[src/hw/rtl/video_chip_port_interface_assert.svh]
// ----------------------------------------------------------------------------
// video_chip_port_interface_assert
// Assertion macros shared by the port interface modules.
// ----------------------------------------------------------------------------
// each macro expects clk_i and rst_ni in the scope where it is used
`ifndef VIDEO_CHIP_PORT_INTERFACE_ASSERT_SVH
`define VIDEO_CHIP_PORT_INTERFACE_ASSERT_SVH

// same-cycle implication
`define VCPI_ASSERT_IMP(label, ante, cons) \
  label: assert property (@(posedge clk_i) disable iff (!rst_ni) (ante) |-> (cons)) \
    else $error("vcpi assertion failed");

// next-cycle implication
`define VCPI_ASSERT_NXT(label, ante, cons) \
  label: assert property (@(posedge clk_i) disable iff (!rst_ni) (ante) |=> (cons)) \
    else $error("vcpi assertion failed");

`endif

[src/hw/rtl/vcpi_pkg.sv]
// ----------------------------------------------------------------------------
// vcpi_pkg
// Types, codes and helpers shared by the video chip CPU port modules.
// ----------------------------------------------------------------------------
package vcpi_pkg;

  // video memory size
  localparam int unsigned VRAM_DEPTH_DEF = 16384;

  // command queue between front and back
  localparam int unsigned QUEUE_DEPTH = 2;

  // input opcodes
  localparam logic [2:0] OP_TICK       = 3'd0;
  localparam logic [2:0] OP_CTRL_WRITE = 3'd1;
  localparam logic [2:0] OP_DATA_WRITE = 3'd2;
  localparam logic [2:0] OP_DATA_READ  = 3'd3;
  localparam logic [2:0] OP_STATUS     = 3'd4;

  // configuration register indexes
  localparam int unsigned CFG_IDX_W = 2;
  localparam int unsigned CFG_DATA_W = 10;
  localparam logic [CFG_IDX_W-1:0] CFG_CYCLES_PER_LINE = 2'd0;
  localparam logic [CFG_IDX_W-1:0] CFG_VBLANK_LINE     = 2'd1;
  localparam logic [CFG_IDX_W-1:0] CFG_LINES_PER_FRAME = 2'd2;

  // configuration reset values and floors
  localparam logic [9:0] CYCLES_PER_LINE_RST = 10'd228;
  localparam logic [8:0] VBLANK_LINE_RST     = 9'd192;
  localparam logic [8:0] LINES_PER_FRAME_RST = 9'd262;
  localparam logic [9:0] CYCLES_PER_LINE_MIN = 10'd64;
  localparam logic [8:0] LINES_PER_FRAME_MIN = 9'd2;

  // second control byte actions (top two bits)
  localparam logic [1:0] CTRL_READ_ADDR = 2'b00;
  localparam logic [1:0] CTRL_REG_WRITE = 2'b10;

  // register indexes and bits that matter
  localparam logic [2:0] REG_MODE0 = 3'd0;
  localparam logic [2:0] REG_MODE1 = 3'd1;
  localparam int unsigned BIT_M3 = 1;
  localparam int unsigned BIT_IE = 5;
  localparam int unsigned BIT_M1 = 4;
  localparam int unsigned BIT_M2 = 3;

  // display modes
  localparam logic [1:0] MODE_GRAPHICS1 = 2'd0;
  localparam logic [1:0] MODE_GRAPHICS2 = 2'd1;
  localparam logic [1:0] MODE_TEXT      = 2'd2;
  localparam logic [1:0] MODE_MULTI     = 2'd3;

  // classified command kinds
  typedef enum logic [2:0] {
    CMD_NOP,
    CMD_TICK,
    CMD_CTRL,
    CMD_WRITE,
    CMD_READ,
    CMD_STATUS
  } cmd_kind_e;

  typedef struct packed {
    logic [2:0] opcode;
    logic [7:0] byte_in;
    logic [5:0] elapsed_cycles;
  } in_item_t;

  typedef struct packed {
    logic [7:0] byte_out;
    logic       irq_line;
    logic [1:0] display_mode;
    logic [8:0] line_number;
  } out_item_t;

  typedef struct packed {
    cmd_kind_e  kind;
    logic [7:0] data;
    logic [5:0] cycles;
  } cmd_t;

  // why the front may not take a request
  typedef struct packed {
    logic q_full;
    logic clearing;
  } front_stall_t;

  // display mode from the three mode bits
  function automatic logic [1:0] mode_of(input logic m1, input logic m2, input logic m3);
    logic [1:0] m;
    m = MODE_GRAPHICS1;
    if (!m1 && !m2 && m3) m = MODE_GRAPHICS2;
    else if (m1 && !m2 && !m3) m = MODE_TEXT;
    else if (!m1 && m2 && !m3) m = MODE_MULTI;
    return m;
  endfunction

endpackage

[src/hw/rtl/vcpi_queue.sv]
// ----------------------------------------------------------------------------
// vcpi_queue
// Short command queue between the front and the back.
// ----------------------------------------------------------------------------
`include "video_chip_port_interface_assert.svh"

module vcpi_queue (
  input  logic           clk_i,
  input  logic           rst_ni,
  input  logic           push_i,
  input  vcpi_pkg::cmd_t cmd_i,
  output logic           full_o,
  input  logic           pop_i,
  output logic           valid_o,
  output vcpi_pkg::cmd_t cmd_o
);
  import vcpi_pkg::*;

  localparam int unsigned PTR_W = (QUEUE_DEPTH > 1) ? $clog2(QUEUE_DEPTH) : 1;
  localparam int unsigned CNT_W = $clog2(QUEUE_DEPTH + 1);
  localparam logic [PTR_W-1:0] PTR_LAST = PTR_W'(QUEUE_DEPTH - 1);
  localparam logic [CNT_W-1:0] CNT_FULL = CNT_W'(QUEUE_DEPTH);

  cmd_t             slot_q [QUEUE_DEPTH];
  logic [PTR_W-1:0] wr_ptr_q, wr_ptr_d;
  logic [PTR_W-1:0] rd_ptr_q, rd_ptr_d;
  logic [CNT_W-1:0] cnt_q, cnt_d;

  assign full_o  = (cnt_q == CNT_FULL);
  assign valid_o = (cnt_q != '0);
  assign cmd_o   = slot_q[rd_ptr_q];

  // pointer and count update
  always_comb begin
    wr_ptr_d = wr_ptr_q;
    rd_ptr_d = rd_ptr_q;
    cnt_d    = cnt_q;
    if (push_i) begin
      wr_ptr_d = (wr_ptr_q == PTR_LAST) ? '0 : wr_ptr_q + PTR_W'(1);
    end
    if (pop_i) begin
      rd_ptr_d = (rd_ptr_q == PTR_LAST) ? '0 : rd_ptr_q + PTR_W'(1);
    end
    if (push_i && !pop_i) begin
      cnt_d = cnt_q + CNT_W'(1);
    end else if (!push_i && pop_i) begin
      cnt_d = cnt_q - CNT_W'(1);
    end
  end

  always_ff @(posedge clk_i or negedge rst_ni) begin
    if (!rst_ni) begin
      wr_ptr_q <= '0;
      rd_ptr_q <= '0;
      cnt_q    <= '0;
    end else begin
      wr_ptr_q <= wr_ptr_d;
      rd_ptr_q <= rd_ptr_d;
      cnt_q    <= cnt_d;
    end
  end

  // slot storage
  always_ff @(posedge clk_i) begin
    if (push_i) begin
      slot_q[wr_ptr_q] <= cmd_i;
    end
  end

  `VCPI_ASSERT_IMP(a_no_push_full, push_i, !full_o)
  `VCPI_ASSERT_IMP(a_no_pop_empty, pop_i, valid_o)
  `VCPI_ASSERT_IMP(a_cnt_bound, 1'b1, cnt_q <= CNT_FULL)

endmodule

[config.mk]
export PLATFORM = sky130hd
export DESIGN_NAME = vcpi_queue
export DESIGN_NICKNAME = d
export VERILOG_FILES = /design/src/hw/rtl/vcpi_pkg.sv /design/src/hw/rtl/vcpi_queue.sv
export VERILOG_INCLUDE_DIRS = /design/src /design/src/hw/rtl
export SDC_FILE = /design/constraint.sdc
export NUM_CORES = 1
export LEC_CHECK = 0
export BUFFER_PORTS_ARGS = -buffer_cell sky130_fd_sc_hd__buf_2
export CAP_MARGIN = 10
export CORE_UTILIZATION = 45
export CTS_BUF_LIST = sky130_fd_sc_hd__clkbuf_16
export DETAILED_ROUTE_END_ITERATION = 16
export PLACE_DENSITY = 0.78
export SYNTH_ARGS = -nofsm -noshare
export SYNTH_HDL_FRONTEND = slang
export SYNTH_SLANG_ARGS = --single-unit
[constraint.sdc]
create_clock -name clk_i -period 1.7 [get_ports clk_i]
set_clock_uncertainty 0.1 [all_clocks]
set_input_delay 0.51 -clock clk_i [delete_from_list [all_inputs] [get_ports clk_i]]
set_output_delay 0.51 -clock clk_i [all_outputs]
set_load 0.1 [all_outputs]
==> metrics.md <==
| Metric | Value |
|---|---|
| Crit Path Class | reg2out |
| Critical Path Source Type | register |
| Final #Nets | around 150 |
| Clk Latency, worst-skew pair | between 0.2 and 0.3 ns |
| First-pass GRT wire length | 3790 um |
| Initial antenna violation count | 0 |
| Seq/Total Area, Yosys | between 70 and 80% |
| Hold Vio Cnt, Final | 0 |
| Status | finished with violations |
| Die height | 59.1 um |
| RSZ-0062 raised after global routing | yes |
| Cell area after synthesis | 1470 um2 |
| Total core area | 3080 um2 |
| Commonest non-fill, non-tap cell in the layout | edfxtp_1 |
| DRT Wirelength | 2510 um |
| CTS tree | done |
| FF-to-FF setup slack | 0.46 ns |
| Clock slew at reported path FFs | 0.06 ns |
| # port buffers | 39 |
| Clock Tree Buf Depth | 2 |
| Drt wl/cell | 14.7 um |
| Peak Freq | 0.494 GHz |
| Iteration count of the initial detailed-routing pass | 4 |
| Syn Inst Count | 69 |
| Final setup viols | 19 |
| Min Tclk post-route | 2.03 ns |
| ANT cells | 0 |
| WP data required | 1.09 ns |
| H-tree levels | 2 |
| Commonest cells after routing, fill and taps aside | 34 x edfxtp_1, 20 x buf_2, 20 x buf_12 |
| Worst rel slew slack | 87.2% |
| Via Count | 775 |
| Vias in the first global route | 789 |
| Die Wd | 59.1 um |
| Die area | 3490 um2 |
| Worst endpoint data arrival time | 1.42 ns |
| Top Ports | 40 |
| Vias per std cell | 4.53 |
| CP Max Fanout | 8 |
| Post-synth net total | 91 |
| Max-cap violations | 0 |
| TritonCTS buffer count | 5 |
| Initial core utilization | 47.6% |
| YS warnings | 0 |
| Clock Sinks | 38 |
| Final Cycle Share | 119% |
| Area grow syn2layout | 54.9% |
| Pin count of the biggest net entering global routing | 18 |
| Hold slack | between 0.3 and 0.4 ns |
| Pins Over Slew Limit | 0 |
| Setup WS post-layout | -0.325 ns |
| Initial DRC count | 28 |
| Post-synthesis cell type count | 14 |
| GP Congestion | 0.621 |
| Crit end category | output port |
| Worst hold path type | in2reg |
| Share of cells above drive strength 1 | between 60% and 70% |
| Total gr overflow | 0 |
| All-Layer GR Usage | 16.8% |
| FP Rows | 20 |
| Worst slew pin tran | 0.192 ns |
| Yosys reg bits | 38 |
| Violated checks | setup timing |
| Placed wire-length estimate | 1720 um |
| Syn_area_per_cell | ~21 um2 |
| DRC | 0 |
| Place WS | -0.0261 ns |
| Root Driver | clkbuf_16 |
| Final ANT Viol Nets | 0 |
## area by class of cell
cell class | instances | area, um2
fillers | 190 | 807
well taps | 44 | 55.1
flip-flops and latches | 38 | 1120
clock inverters | 3 | 16.3
clock buffers | 5 | 125
repair buffers | 52 | 618
multi-input cells | 28 | 330
inverters | 1 | 3.75
## cell usage after synthesis, drive strengths merged
master | number | area (um2)
nor2b | 2 | 12.5
and2 | 1 | 6.26
buf | 2 | 31.3
or2 | 1 | 6.26
dfrtp | 4 | 100
nor2 | 1 | 3.75
xnor2 | 1 | 8.76
inv | 1 | 3.75
mux2 | 17 | 225
xor2 | 4 | 35.0
edfxtp | 34 | 1020
ha | 1 | 12.5
## metrics by stage
stage	TNS [ns]	std cells	utilization, %	instance area, um2
after floorplan	0	69	-	1480
after global placement	-0.0101	157	66.0	2030
after detailed placement	-0.161	157	66.0	2030
after CTS	-5.54	169	72.6	2230
after global routing	-5.91	171	73.8	2270
final	-5.38	171	73.8	2270
## timing repair
action | 4_1_cts | 5_1_grt
pin swaps | 1 | 0
buffers inserted | 3 | 1
hold buffers | 1 | 0
resized for setup | 8 | 2
endpoints found under the hold margin | 4 | 0
endpoints found under the setup margin | 19 | 19
gates cloned | 0 | 1
## layer usage
layer | track usage (%) | vias to the layer above | routed length [um]
met4 | 10.5 | 0 | 64
met3 | 9.83 | 6 | 156
met5 | 0 | - | 0
li1 | - | 372 | -
met2 | 24.8 | 26 | 1240
met1 | 18.6 | 371 | 1050
## flip-flops by register name, summed over array words and instances (netlist names)
register / count
slot_q: 34
cnt_q: 2
rd_ptr_q: 1
wr_ptr_q: 1
## kinds of logic (layout without fill, tap and decap cells)
kind of cell	after synthesis	count (layout)	share of synthesized area, %
DFF	38	38	76.5
muxes	17	17	15.4
xor gates and xnor gates	5	5	2.99
and+or+nand+nor	5	5	1.96
buffers and inverters	3	61	2.39
adders and majority gates	1	1	0.853
## critical path, stage by stage (launching register included)
cell and delay (ns):
dfrtp_2 0.45, clkbuf_16 0.19, mux2_4 0.32, buf_12 0.17
## final timing paths
check / from / endpoint / depth (start not counted)
setup / recovery: rd_ptr_q$_DFFE_PN0P_ / cmd_o[11] / 3
hold / removal: pop_i / rd_ptr_q$_DFFE_PN0P_ / 2
setup reg to reg: cnt_q[0]$_DFFE_PN0P_ / cnt_q[1]$_DFFE_PN0P_ / 5
hold reg to reg: wr_ptr_q$_DFFE_PN0P_ / wr_ptr_q$_DFFE_PN0P_ / 1
max in group asynchronous: rst_ni / rd_ptr_q$_DFFE_PN0P_ / 2
min in group asynchronous: rst_ni / rd_ptr_q$_DFFE_PN0P_ / 2
Power is left out: the tool's default activity adds up to more than one toggle a clock period on the data nets, which glitch-free logic cannot reach.
